File: src/plid_pkg.sv
// Shared types and constants for the positional list block.
// Holds the operation and status codes and the controller/datapath link structs.
// No dependencies.
`timescale 1ns / 1ps

package plid_pkg;

  localparam int COUNT_BITS    = 7;
  localparam int FUNC_BITS     = 2;
  localparam int STATUS_BITS   = 2;
  localparam int DEPTH_DEF     = 64;
  localparam int WORD_BITS_DEF = 32;

  localparam logic [COUNT_BITS-1:0] CAP_RESET = 7'd64;

  typedef enum logic [FUNC_BITS-1:0] {
    FN_INSERT = 2'd0,
    FN_SET    = 2'd1,
    FN_GET    = 2'd2,
    FN_DELETE = 2'd3
  } func_t;

  typedef enum logic [STATUS_BITS-1:0] {
    ST_OK     = 2'd0,
    ST_FULL   = 2'd1,
    ST_EMPTY  = 2'd2,
    ST_BADPOS = 2'd3
  } status_t;

  // Controller to datapath
  typedef struct packed {
    logic accept;    // latch the request
    logic eval;      // register status, clear data, read the addressed slot
    logic cap_rd;    // capture the read word as result data
    logic wr_val;    // write the request value at the addressed slot
    logic up;        // one step of the insert shift
    logic down;      // one step of the delete shift
    logic fill_inc;
    logic fill_dec;
    logic load_out;  // load the output register
  } cmd_t;

  // Datapath to controller
  typedef struct packed {
    logic  err;       // request is rejected (valid during evaluation)
    func_t func;
    logic  up_more;   // insert shift has entries left to move
    logic  down_more; // delete shift has entries left to move
  } sts_t;

endpackage

File: src/positional_list_insert_delete_top.sv
// Top level of the positional list block: controller, datapath, config port.
// Depends on plid_pkg, plid_ctrl, plid_dp (and plid_ram through the datapath).
//
// Usage:
//   Requests enter on in_valid/in_ready with in_func (insert, set, get,
//   delete), a 1-based in_position and in_value. Each request returns one
//   result on out_valid/out_ready: out_status, out_data (word read, word
//   replaced or word removed, zero otherwise) and out_count (entries after).
//   The capacity register is written on cfg_valid/cfg_ready (ready whenever
//   out of reset); write it only while no request is in flight.
// Timing: one request at a time, set by the entry RAM (one read and one write
//   port, registered read). After acceptance a request is evaluated; a
//   rejected one goes straight to its result, get or set reads the slot
//   (set also writes it), insert moves entries up then writes the value, and
//   delete reads the slot then moves entries down (one entry moved per cycle).
//   The result turns valid in the cycle the next request can be taken.
// Reset: empties the list and sets capacity to 64; no clearing pass.
// Stall: a finished result waits in the output register; the next request
//   is accepted meanwhile and its result holds until the register frees.
`timescale 1ns / 1ps

module positional_list_insert_delete_top #(
  parameter int DEPTH     = plid_pkg::DEPTH_DEF,
  parameter int WORD_BITS = plid_pkg::WORD_BITS_DEF
) (
  input  logic                                 clk,
  input  logic                                 rst_n,
  input  logic                                 in_valid,
  output logic                                 in_ready,
  input  logic [plid_pkg::FUNC_BITS-1:0]       in_func,
  input  logic [plid_pkg::COUNT_BITS-1:0]      in_position,
  input  logic signed [WORD_BITS-1:0]          in_value,
  output logic                                 out_valid,
  input  logic                                 out_ready,
  output logic [plid_pkg::STATUS_BITS-1:0]     out_status,
  output logic signed [WORD_BITS-1:0]          out_data,
  output logic [plid_pkg::COUNT_BITS-1:0]      out_count,
  input  logic                                 cfg_valid,
  output logic                                 cfg_ready,
  input  logic [plid_pkg::COUNT_BITS-1:0]      cfg_data
);

  plid_pkg::cmd_t cmd;
  plid_pkg::sts_t sts;

  // Capacity is a plain register: take every write at once, except in reset
  assign cfg_ready = rst_n;

  plid_ctrl u_ctrl (
    .clk       (clk),
    .rst_n     (rst_n),
    .in_valid  (in_valid),
    .in_ready  (in_ready),
    .out_valid (out_valid),
    .out_ready (out_ready),
    .sts       (sts),
    .cmd       (cmd)
  );

  plid_dp #(
    .DEPTH     (DEPTH),
    .WORD_BITS (WORD_BITS)
  ) u_dp (
    .clk         (clk),
    .rst_n       (rst_n),
    .cmd         (cmd),
    .sts         (sts),
    .in_func     (in_func),
    .in_position (in_position),
    .in_value    (in_value),
    .cfg_we      (cfg_valid && cfg_ready),
    .cfg_data    (cfg_data),
    .out_status  (out_status),
    .out_data    (out_data),
    .out_count   (out_count)
  );

endmodule

File: src/plid_ram.sv
// Generic single-write, single-read RAM with registered read data.
// Used for the list entry storage. No dependencies.
`timescale 1ns / 1ps

module plid_ram #(
  parameter int WIDTH = 32,
  parameter int DEPTH = 64
) (
  input  logic                     clk,
  input  logic                     we,
  input  logic [$clog2(DEPTH)-1:0] waddr,
  input  logic [WIDTH-1:0]         wdata,
  input  logic                     re,
  input  logic [$clog2(DEPTH)-1:0] raddr,
  output logic [WIDTH-1:0]         rdata
);

  logic [WIDTH-1:0] mem_r [DEPTH];
  logic [WIDTH-1:0] rdata_r;

  always_ff @(posedge clk) begin
    if (we) begin
      mem_r[waddr] <= wdata;
    end
    if (re) begin
      rdata_r <= mem_r[raddr];
    end
  end

  assign rdata = rdata_r;

endmodule

File: src/plid_ctrl.sv
// Sequencing state machine for the positional list block.
// Depends on plid_pkg for the command and status structs.
`timescale 1ns / 1ps

module plid_ctrl (
  input  logic            clk,
  input  logic            rst_n,
  input  logic            in_valid,
  output logic            in_ready,
  output logic            out_valid,
  input  logic            out_ready,
  input  plid_pkg::sts_t  sts,
  output plid_pkg::cmd_t  cmd
);

  typedef enum logic [2:0] {
    S_IDLE,
    S_EVAL,
    S_RDW,
    S_UP,
    S_INS,
    S_DOWN,
    S_DONE
  } state_t;

  state_t state_r, state_nxt;
  logic   out_valid_r;

  always_comb begin
    cmd       = '0;
    state_nxt = state_r;
    unique case (state_r)
      S_IDLE: begin
        cmd.accept = in_valid;
        if (in_valid) state_nxt = S_EVAL;
      end
      S_EVAL: begin
        cmd.eval = 1'b1;
        if (sts.err) state_nxt = S_DONE;
        else if (sts.func == plid_pkg::FN_INSERT) state_nxt = S_UP;
        else state_nxt = S_RDW;
      end
      S_RDW: begin
        cmd.cap_rd = 1'b1;
        cmd.wr_val = (sts.func == plid_pkg::FN_SET);
        if (sts.func == plid_pkg::FN_DELETE) state_nxt = S_DOWN;
        else state_nxt = S_DONE;
      end
      S_UP: begin
        cmd.up = 1'b1;
        if (!sts.up_more) state_nxt = S_INS;
      end
      S_INS: begin
        cmd.wr_val   = 1'b1;
        cmd.fill_inc = 1'b1;
        state_nxt    = S_DONE;
      end
      S_DOWN: begin
        cmd.down     = 1'b1;
        cmd.fill_dec = !sts.down_more;
        if (!sts.down_more) state_nxt = S_DONE;
      end
      S_DONE: begin
        cmd.load_out = !out_valid_r || out_ready;
        if (!out_valid_r || out_ready) state_nxt = S_IDLE;
      end
      default: state_nxt = S_IDLE;
    endcase
  end

  always_ff @(posedge clk) begin
    if (!rst_n) begin
      state_r     <= S_IDLE;
      out_valid_r <= 1'b0;
    end else begin
      state_r <= state_nxt;
      if (cmd.load_out) out_valid_r <= 1'b1;
      else if (out_ready) out_valid_r <= 1'b0;
    end
  end

  assign in_ready  = rst_n && (state_r == S_IDLE);
  assign out_valid = out_valid_r;

  a_accept_to_eval: assert property (@(posedge clk) disable iff (!rst_n)
    (in_valid && in_ready) |=> (state_r == S_EVAL))
    else $error("accepted request did not move to evaluation");

  a_reject_skips_work: assert property (@(posedge clk) disable iff (!rst_n)
    (state_r == S_EVAL && sts.err) |=> (state_r == S_DONE))
    else $error("rejected request touched the list");

endmodule

File: src/plid_dp.sv
// Datapath for the positional list block: request, status, fill and capacity
// registers, the shift cursor and the entry RAM. Depends on plid_pkg, plid_ram.
`timescale 1ns / 1ps

module plid_dp #(
  parameter int DEPTH     = plid_pkg::DEPTH_DEF,
  parameter int WORD_BITS = plid_pkg::WORD_BITS_DEF
) (
  input  logic                                 clk,
  input  logic                                 rst_n,
  input  plid_pkg::cmd_t                       cmd,
  output plid_pkg::sts_t                       sts,
  input  logic [plid_pkg::FUNC_BITS-1:0]       in_func,
  input  logic [plid_pkg::COUNT_BITS-1:0]      in_position,
  input  logic signed [WORD_BITS-1:0]          in_value,
  input  logic                                 cfg_we,
  input  logic [plid_pkg::COUNT_BITS-1:0]      cfg_data,
  output logic [plid_pkg::STATUS_BITS-1:0]     out_status,
  output logic signed [WORD_BITS-1:0]          out_data,
  output logic [plid_pkg::COUNT_BITS-1:0]      out_count
);

  localparam int CW = plid_pkg::COUNT_BITS;
  localparam int AW = $clog2(DEPTH);

  logic [CW-1:0]          fill_r, cap_r, eff_cap;
  logic [CW-1:0]          pos_r, cur_r, wdst_r, slot;
  logic [WORD_BITS-1:0]   val_r, data_r, rdata;
  plid_pkg::func_t        func_r;
  plid_pkg::status_t      status_r, status_c;
  logic                   pend_r, pend_nxt;
  logic [CW:0]            fill_p1;
  logic                   up_more, down_more;
  logic                   re, we;
  logic [AW-1:0]          raddr, waddr;
  logic [WORD_BITS-1:0]   wdata;
  logic [plid_pkg::STATUS_BITS-1:0] out_status_r;
  logic [WORD_BITS-1:0]   out_data_r;
  logic [CW-1:0]          out_count_r;

  // Capacity above the storage depth saturates at the depth
  assign eff_cap = (32'(cap_r) > DEPTH) ? CW'(DEPTH) : cap_r;
  assign slot    = pos_r - 1'b1;
  assign fill_p1 = {1'b0, fill_r} + 1'b1;

  always_comb begin
    status_c = plid_pkg::ST_OK;
    if (func_r == plid_pkg::FN_INSERT) begin
      if (eff_cap == '0 || fill_r >= eff_cap) status_c = plid_pkg::ST_FULL;
      else if (pos_r == '0 || {1'b0, pos_r} > fill_p1) status_c = plid_pkg::ST_BADPOS;
    end else begin
      if (eff_cap == '0 || fill_r == '0) status_c = plid_pkg::ST_EMPTY;
      else if (pos_r == '0 || pos_r > fill_r) status_c = plid_pkg::ST_BADPOS;
    end
  end

  assign up_more   = (cur_r > slot);
  assign down_more = (cur_r < fill_r);

  assign sts.err       = (status_c != plid_pkg::ST_OK);
  assign sts.func      = func_r;
  assign sts.up_more   = up_more;
  assign sts.down_more = down_more;

  // RAM ports: slot read on evaluation, otherwise one shift read per step
  always_comb begin
    re    = 1'b0;
    raddr = AW'(slot);
    priority if (cmd.eval) begin
      re    = 1'b1;
      raddr = AW'(slot);
    end else if (cmd.up && up_more) begin
      re    = 1'b1;
      raddr = AW'(cur_r - 1'b1);
    end else if (cmd.down && down_more) begin
      re    = 1'b1;
      raddr = AW'(cur_r);
    end
  end

  assign we    = cmd.wr_val || (pend_r && (cmd.up || cmd.down));
  assign waddr = cmd.wr_val ? AW'(slot) : AW'(wdst_r);
  assign wdata = cmd.wr_val ? val_r : rdata;

  always_comb begin
    pend_nxt = 1'b0;
    if (cmd.up) pend_nxt = up_more;
    else if (cmd.down) pend_nxt = down_more;
  end

  plid_ram #(
    .WIDTH (WORD_BITS),
    .DEPTH (DEPTH)
  ) u_ram (
    .clk   (clk),
    .we    (we),
    .waddr (waddr),
    .wdata (wdata),
    .re    (re),
    .raddr (raddr),
    .rdata (rdata)
  );

  always_ff @(posedge clk) begin
    if (!rst_n) begin
      fill_r <= '0;
      cap_r  <= plid_pkg::CAP_RESET;
      pend_r <= 1'b0;
    end else begin
      if (cfg_we) cap_r <= cfg_data;
      if (cmd.fill_inc) fill_r <= fill_r + 1'b1;
      else if (cmd.fill_dec) fill_r <= fill_r - 1'b1;
      pend_r <= pend_nxt;
    end
  end

  always_ff @(posedge clk) begin
    if (cmd.accept) begin
      func_r <= plid_pkg::func_t'(in_func);
      pos_r  <= in_position;
      val_r  <= in_value;
      // Insert walks down from the top entry, the others walk up past the slot
      cur_r  <= (plid_pkg::func_t'(in_func) == plid_pkg::FN_INSERT) ? fill_r : in_position;
    end else if (cmd.up && up_more) begin
      cur_r  <= cur_r - 1'b1;
      wdst_r <= cur_r;
    end else if (cmd.down && down_more) begin
      cur_r  <= cur_r + 1'b1;
      wdst_r <= cur_r - 1'b1;
    end
    if (cmd.eval) begin
      status_r <= status_c;
      data_r   <= '0;
    end else if (cmd.cap_rd) begin
      data_r <= rdata;
    end
    if (cmd.load_out) begin
      out_status_r <= status_r;
      out_data_r   <= data_r;
      out_count_r  <= fill_r;
    end
  end

  assign out_status = out_status_r;
  assign out_data   = out_data_r;
  assign out_count  = out_count_r;

  a_fill_bound: assert property (@(posedge clk) disable iff (!rst_n)
    32'(fill_r) <= DEPTH)
    else $error("fill exceeds storage depth");

  a_write_port_free: assert property (@(posedge clk) disable iff (!rst_n)
    cmd.wr_val |-> !pend_r)
    else $error("value write collides with a pending shift write");

  a_grow_only_ok: assert property (@(posedge clk) disable iff (!rst_n)
    cmd.fill_inc |-> (status_r == plid_pkg::ST_OK && fill_r < eff_cap))
    else $error("fill grew on a rejected or full insert");

  a_shrink_nonempty: assert property (@(posedge clk) disable iff (!rst_n)
    cmd.fill_dec |-> (fill_r != '0 && status_r == plid_pkg::ST_OK))
    else $error("fill shrank on an empty list or rejected delete");

endmodule
File: config.mk
export PLATFORM = sky130hd
export DESIGN_NAME = positional_list_insert_delete_top
export DESIGN_NICKNAME = d
export VERILOG_FILES = /design/src/plid_pkg.sv /design/src/positional_list_insert_delete_top.sv /design/src/plid_ram.sv /design/src/plid_ctrl.sv /design/src/plid_dp.sv
export SDC_FILE = /design/constraint.sdc
export NUM_CORES = 2
export LEC_CHECK = 0
export BUFFER_PORTS_ARGS = -buffer_cell sky130_fd_sc_hd__buf_2
export CORE_MARGIN = 4
export CORE_UTILIZATION = 35
export DETAILED_ROUTE_END_ITERATION = 16
export GPL_ROUTABILITY_DRIVEN = 0
export PLACE_DENSITY_LB_ADDON = 0.25
export SYNTH_ARGS = -nofsm -noshare
export SYNTH_HDL_FRONTEND = slang
export SYNTH_SLANG_ARGS = --single-unit
File: constraint.sdc
create_clock -name clk -period 5.9 [get_ports clk]
set_input_delay 0 -clock clk [delete_from_list [all_inputs] [get_ports clk]]
set_output_delay 0 -clock clk [all_outputs]
set_load 0.02 [all_outputs]
# --- After elaboration in Yosys (flattened, before gate mapping) ---
# Memories as Yosys holds them, arrays and structs flattened. A register that Yosys moved wholly into a read port is not among the register bits.
# Index checks and enable logic that the tools add are counted.
op_classes:
  order_cmp: 6
  n_reduce_logical: 27
  mux: 45
  n_eq_ne: 12
  add_sub_neg: 6
  bitwise_logic: 1
op_table:
  columns: ["op", "n"]
  rows:
  - ["$mux W7", 7]
  - ["$mux W6", 6]
  - ["$mux W32", 1]
  - ["$logic_not A7 Y1", 3]
  - ["$pmux W3 S7", 1]
  - ["$sub A7 B1 Y7 const B", 3]
  - ["$mux W1", 18]
  - ["$mux W3", 5]
  - ["$add A7 B1 Y7 const B", 2]
  - ["$gt A7 B7 Y1", 2]
  - ["$mux W2", 6]
  - ["$eq A3 B3 Y1 const B", 3]
  - ["$add A7 B1 Y8 const B", 1]
  - ["$gt A7 B8 Y1", 1]
  - ["$reduce_bool A2 Y1", 4]
  - ["$ge A7 B7 Y1", 1]
  - ["$gt A7 B7 Y1 const B", 1]
  - ["$logic_or A1 B1 Y1", 7]
  - ["$lt A7 B7 Y1", 1]
  - ["$eq A3 B2 Y1 const B", 2]
  - ["$ne A2 B2 Y1 const B", 3]
  - ["$logic_and A1 B1 Y1", 5]
  - ["$logic_not A2 Y1", 2]
  - ["$reduce_and A4 Y1", 1]
  - ["10 further kinds", 11]
word_totals:
  output_inout_bits: 44
  word_cells: 113
  n_memories: 1
  ramBits: 2048
  ff_bits: 148
  in_bits: 53
memory_table:
  columns: ["memory", "words", "word_bits", "read_ports", "rd_ports_with_merged_regs", "write_ports", "line", "source"]
  rows:
  - ["u_dp.u_ram.mem_r", 64, 32, 1, 1, 1, "plid_ram.sv:18", "logic [WIDTH-1:0] mem_r [DEPTH];"]

# --- Longest topological paths before layout ---
depth:
  word_depth: 9
  mapped_depth: 21
  mapped_depth_nobuf: 17

# --- Modules after synthesis ---
# Synthesis repeated with hierarchy kept, for this count alone.
hier_totals:
  cells_unflattened: 3954
  area_unflattened_um2: 86191.4
by_module_without_submodules:
  columns: ["module", "cells_per_inst", "seq_area_each_um2", "area_each_um2", "instances"]
  rows:
  - ["plid_ram", 3324, 62459.9, 78835.6, 1]
  - ["plid_dp", 580, 3853.7, 6972.9, 1]
  - ["plid_ctrl", 48, 80.1, 369.1, 1]
  - ["positional_list_insert_delete_top", 2, 0.0, 13.8, 1]

# --- Least setup slack after synthesis ---
# OpenSTA, ideal clock, no wires.
synth_path:
  path_type: "register to register"
  from: "register u_dp.pos_r[0]"
  to: "register u_dp.u_ram.rdata_r[1], in the netlist u_dp.u_ram.rdata[1], read port of u_dp.u_ram.mem_r (data pin)"
  arrival_ns: 4.046
  stages_incl_launch_ff: 20
  setup_slack_ns: 1.578
  path_buffers: 3
  period_less_slack_ns: 4.322
  cell_sequence: "edfxtp_1 -> inv_1 -> ha_1 -> nand2_1 -> xor2_1 -> ha_1 -> and3_1 -> nand4_1 -> nor3_1 -> or2_2 -> buf_2 -> o311a_1 -> nand2_1 -> buf_2 -> buf_2 -> mux2i_1 -> a211oi_1 -> a2111o_1 -> a2111oi_0 -> nand3_1"
synth_via:
  elab_chain_cells: 5
  word_cells_on_any_way: 8
  cone_classes: "add/sub (1); order compare (1); mux (5); reduce/logical (1)"
synth_rtl:
  columns: ["item", "line", "source"]
  rows:
  - ["start, declared", "plid_dp.sv:27", "logic [CW-1:0] pos_r, cur_r, wdst_r, slot;"]
  - ["start signal, assigned", "plid_dp.sv:120", "pos_r <= in_position;"]
  - ["$sub A7 B1 Y7 (*)", "plid_dp.sv:43", "assign slot = pos_r - 1'b1;"]
  - ["$gt A7 B7 Y1", "plid_dp.sv:57", "assign up_more = (cur_r > slot);"]
  - ["$logic_and A1 B1 Y1", "plid_dp.sv:72", "end else if (cmd.up && up_more) begin"]
  - ["$mux W6 / $mux W1 (equally long branches)", "plid_dp.sv:72", null]
  - ["$mux W6 / $mux W1 (equally long branches)", "plid_dp.sv:69", "priority if (cmd.eval) begin"]
  - ["end, declared", "plid_ram.sv:19", "logic [WIDTH-1:0] rdata_r;"]
# Mark *: on every way between the ends. The rest lies on a longest branch, timed or not.
# A chain may end at the register's enable or synchronous reset.

# --- Final worst setup path ---
layout_path:
  from: "register u_dp.pos_r[1]"
  to: "register u_dp.u_ram.rdata_r[0], in the netlist u_dp.u_ram.rdata[0], read port of u_dp.u_ram.mem_r (data pin)"
# Same word-level chain as after synthesis.

==> Implementation_results.wiki <==
{| class="wikitable"
! Metric !! Value
|-
| Outcome || finished clean
|-
| Library cell used as clock root buffer || sky130_fd_sc_hd__clkbuf_16
|-
| Total wire length after detailed routing || 283,000 um
|-
| Height of the die || 511 um
|-
| Final period utilization || 95.4%
|-
| Commonest register cell after synthesis || sky130_fd_sc_hd__edfxtp_1
|-
| Number of flops mapped to enable cells by yosys || 2,177
|-
| Reg-to-reg startpoint || u_dp.pos_r[1]$_DFFE_PP_
|-
| Number of synthesized register bits || 2,228
|-
| HPWL Detailed || 168,000 um
|-
| Worst Path Class, Setup || reg -> reg
|-
| Cell area reported after detailed placement || 95,700 sq um
|-
| R2R Setup Slk || 0.27 ns
|-
| CP Capture Point || u_dp.u_ram.rdata[0]$_DFFE_PP_
|-
| Worst r2r path cells || 19
|-
| Post-synthesis async set-or-reset flop share || 0%
|-
| Post-route antenna net violation count || 0
|-
| Routed vias || 57,900
|-
| Number of global-route vias before repair || 54,900
|-
| Required time at the worst-slack endpoint || 6.63 ns
|-
| I/O pin total || 97
|-
| Share of power burned in combinational logic || 38.4%
|-
| Kind of path behind the tightest hold check || in -> reg
|-
| Number of failing hold endpoints at the final stage || 0
|-
| Final slew viol count || 0
|-
| Floorplan core area || 251,000 sq um
|-
| Max Fclk || 178 MHz
|-
| Post-Route Setup TNS || 0 ns
|-
| DR vias/cell || 5.44
|-
| Overall global routing resource usage || 21.0%
|-
| Power density over the cells || 564 nW/um^2
|-
| Overall overflow remaining after global route || 0
|-
| Tmin final || 5.63 ns
|-
| Largest cells by area after synthesis || sky130_fd_sc_hd__edfxtp_1, sky130_fd_sc_hd__nand2_1, sky130_fd_sc_hd__nand3_1
|-
| Register area share after synthesis || 75.0%
|-
| Sort of element at the start of the critical path || flop
|-
| Minimum hold slack || 0.0967 ns
|-
| Design area || 104,000 sq um
|-
| Setup repair after global routing missed its margin || no
|-
| Crit. Startpoint || u_dp.pos_r[1]$_DFFE_PP_
|-
| Final Instance Count excl. Fillers || 10,600
|-
| Number of H-tree levels || 4
|-
| Static leakage || 35.6 nW
|-
| Number of CTS-inserted buffers || 222
|-
| Count of standard-cell rows || 184
|-
| Remaining DRCs || 0
|-
| Number of setup violations in the final report || 0
|-
| Endpoint class of the critical path || flop
|-
| Top cell type by total area after synthesis || sky130_fd_sc_hd__edfxtp_1
|-
| Part of the total power dissipated in the clock network || 23.4%
|-
| Initial standard-cell utilization of the core || 35.2%
|-
| R2R Path End || u_dp.u_ram.rdata[0]$_DFFE_PP_
|-
| Total design power || 58.6 mW
|-
| Post-synthesis average cell area || 13.2 sq um
|-
| Largest clock skew in the final design || 0.0432 ns
|-
| Arrival time at the worst endpoint || 6.36 ns
|-
| Die area || 261,000 sq um
|-
| Share of Yosys cell area claimed by the top area cell type || 73.8%
|-
| Leading cell type by number of instances after synthesis || sky130_fd_sc_hd__edfxtp_1
|-
| Overall die width || 511 um
|-
| Post-CTS clock slew at the launch and capture registers of the worst setup and hold paths || 0.06 ns
|-
| Drt first-iter violations || 7,452
|-
| Layout cells sized above 1 || 13.0%
|-
| Largest net degree at the start of global routing || 73
|-
| Number of antenna violations at the first check in global routing || 19
|-
| Area growth syn-to-layout || 17.4%
|-
| Setup slack of the critical path after layout || 0.274 ns
|-
| CTS tree || built
|-
| Buffer levels on the longest clock path || 3
|-
| Cell count after placement || 10,100
|-
| Internal power summed over all cells || 35.8 mW
|-
| Worst Max-Slew Pin Slew || 1.31 ns
|-
| Worst slew margin || 12.9%
|-
| Global-route wire length before repair || 405,000 um
|-
| Net Sw Power || 22.9 mW
|-
| Number of distinct library cell variants in the gate-level netlist after synthesis || 71
|-
| Sink count of the clock tree || 2,228
|-
| Synthesized instance count || 6,711
|-
| IR Drop Worst-Case VDD || 0.472 mV
|-
| Netlist area before placement || 88,500 sq um
|-
| Net switching fraction of the power || 39.0%
|-
| IO Port Bufs || 96
|-
| Cell types with the highest counts after synthesis || sky130_fd_sc_hd__edfxtp_1, sky130_fd_sc_hd__nand2_1, sky130_fd_sc_hd__nand3_1
|-
| First-pass detailed-route iteration total || 6
|-
| Avg WL per Cell || 26.6 um
|-
| Source-to-sink clock delay at the later pin of the worst-skew pair || 0.87 ns
|-
| Final core occ || 41.4%
|-
| Warnings from Yosys || 0
|-
| Number of max-cap violations || 0
|-
| Post-layout nets || 7,205
|-
| Worst Path Max Fanout || 23
|-
| Number of fill cells in the layout || 23,100
|-
| Proportion of power drawn by flip-flops and latches || 38.2%
|-
| Net count of the mapped netlist || 6,811
|-
| Post-placement worst setup slack || -0.174 ns
|}
## worst max-delay path, stage by stage (launching register included)
cell and delay (ns):
sky130_fd_sc_hd__edfxtp_1 0.50, sky130_fd_sc_hd__inv_1 0.11, sky130_fd_sc_hd__ha_1 0.24, sky130_fd_sc_hd__nand2_1 0.08, sky130_fd_sc_hd__xor2_1 0.32, sky130_fd_sc_hd__ha_1 0.31
sky130_fd_sc_hd__and3_1 0.18, sky130_fd_sc_hd__o21ai_0 0.12, sky130_fd_sc_hd__a21oi_1 0.18, sky130_fd_sc_hd__a2111oi_4 0.58, sky130_fd_sc_hd__o31ai_1 0.21, sky130_fd_sc_hd__a221oi_1 0.31
sky130_fd_sc_hd__buf_4 0.26, sky130_fd_sc_hd__nor2_1 0.09, sky130_fd_sc_hd__buf_4 0.23, sky130_fd_sc_hd__nand3_1 0.12, sky130_fd_sc_hd__buf_4 0.44, sky130_fd_sc_hd__a21oi_1 0.11
sky130_fd_sc_hd__nor4_1 0.73, sky130_fd_sc_hd__and4_1 0.31
## sequential cells by signal (all words and copies together) (netlist names)
register,flops
u_dp.cap_r,7
u_dp.u_ram.mem_r,2048
u_ctrl.out_valid,1
u_dp.status_r,2
u_dp.func_r,2
u_dp.out_status,2
u_dp.out_count,7
u_dp.out_data,32
u_dp.data_r,32
u_ctrl.state_r,3
u_dp.pend_r,1
u_dp.cur_r,7
u_dp.val_r,32
u_dp.wdst_r,6
u_dp.pos_r,7
u_dp.u_ram.rdata,32
u_dp.fill_r,7
## placed cells by master, fill, tap and decap left out, types with 87 or more instances in the layout
cell	count
sky130_fd_sc_hd__buf_4	306
sky130_fd_sc_hd__buf_2	96
sky130_fd_sc_hd__edfxtp_1	2177
sky130_fd_sc_hd__nor4_1	87
sky130_fd_sc_hd__and3_1	92
sky130_fd_sc_hd__nand3_1	806
sky130_fd_sc_hd__a21oi_1	427
sky130_fd_sc_hd__a211oi_1	111
sky130_fd_sc_hd__clkbuf_16	228
sky130_fd_sc_hd__nand2_1	1894
sky130_fd_sc_hd__dlygate4sd3_1	115
## routing by layer
| metal | GRT usage [%] | up-vias | wire length (um) |
|---|---|---|---|
| li1 | - | 25500 | - |
| met1 | 30.1 | 29600 | 122000 |
| met2 | 33.6 | 2511 | 132000 |
| met3 | 2.94 | 355 | 21900 |
| met4 | 5.81 | 2 | 7600 |
| met5 | 0 | - | 13 |
## worst min path at each step
stage | start | end | slack, ns | depth (start not counted)
6_report | in_position[0] | u_dp.cur_r[0]$_DFFE_PP_ | 0.1 | 4
5_1_grt | in_position[1] | u_dp.cur_r[1]$_DFFE_PP_ | 0.09 | 4
4_1_cts | in_position[1] | u_dp.cur_r[1]$_DFFE_PP_ | 0.02 | 4
3_5_place_dp | in_value[5] | u_dp.val_r[5]$_DFFE_PP_ | 0.18 | 1
3_3_place_gp | in_value[29] | u_dp.val_r[29]$_DFFE_PP_ | 0.18 | 1
2_1_floorplan | in_func[0] | u_dp.func_r[0]$_DFFE_PP_ | 0.1 | 0
## kinds of logic after synthesis
family / count (synthesis) / synth area share [%]
multiplexers: 102 / 1.58
buffers and inverters: 444 / 2.11
XOR/XNOR: 27 / 0.267
adder cells (fa/ha/maj): 47 / 0.673
AO/OA/AOI/OAI: 724 / 4.96
AND/OR/NAND/NOR: 3139 / 15.4
flip-flops: 2228 / 75.0
## layout make-up
| cell class | count | area (sq um) | share of cell area, % |
|---|---|---|---|
| well taps | 3348 | 4190 | 4.03 |
| multi-input cells | 4039 | 21000 | 20.2 |
| repair buffers | 584 | 5270 | 5.07 |
| inverters | 30 | 113 | 0.108 |
| clock inverters | 127 | 1000 | 0.966 |
| flip-flops and latches | 2228 | 66400 | 63.9 |
| diodes | 2 | 5.00 | 0.00481 |
| clock buffers | 285 | 5970 | 5.74 |
## timing repair
item / in CTS / in global routing
buffers inserted: 0 / 4
hold buffers: 115 / 0
endpoints found under the setup margin: 1 / 12
gates resized for setup: 2 / 12
hold endpoints to repair: 74 / 0
pin swaps: 0 / 2
## power by group through the flow
stage               clock [mW]  combinational [mW]  sequential [mW]
floorplan                    0                12.3             22.4
global placement             0                22.0             22.7
detailed placement           0                22.2             22.7
CTS                       13.9                22.4             22.3
global route              14.5                24.3             22.4
finish                    13.7                22.5             22.4
(Power assumes the default switching activity.)
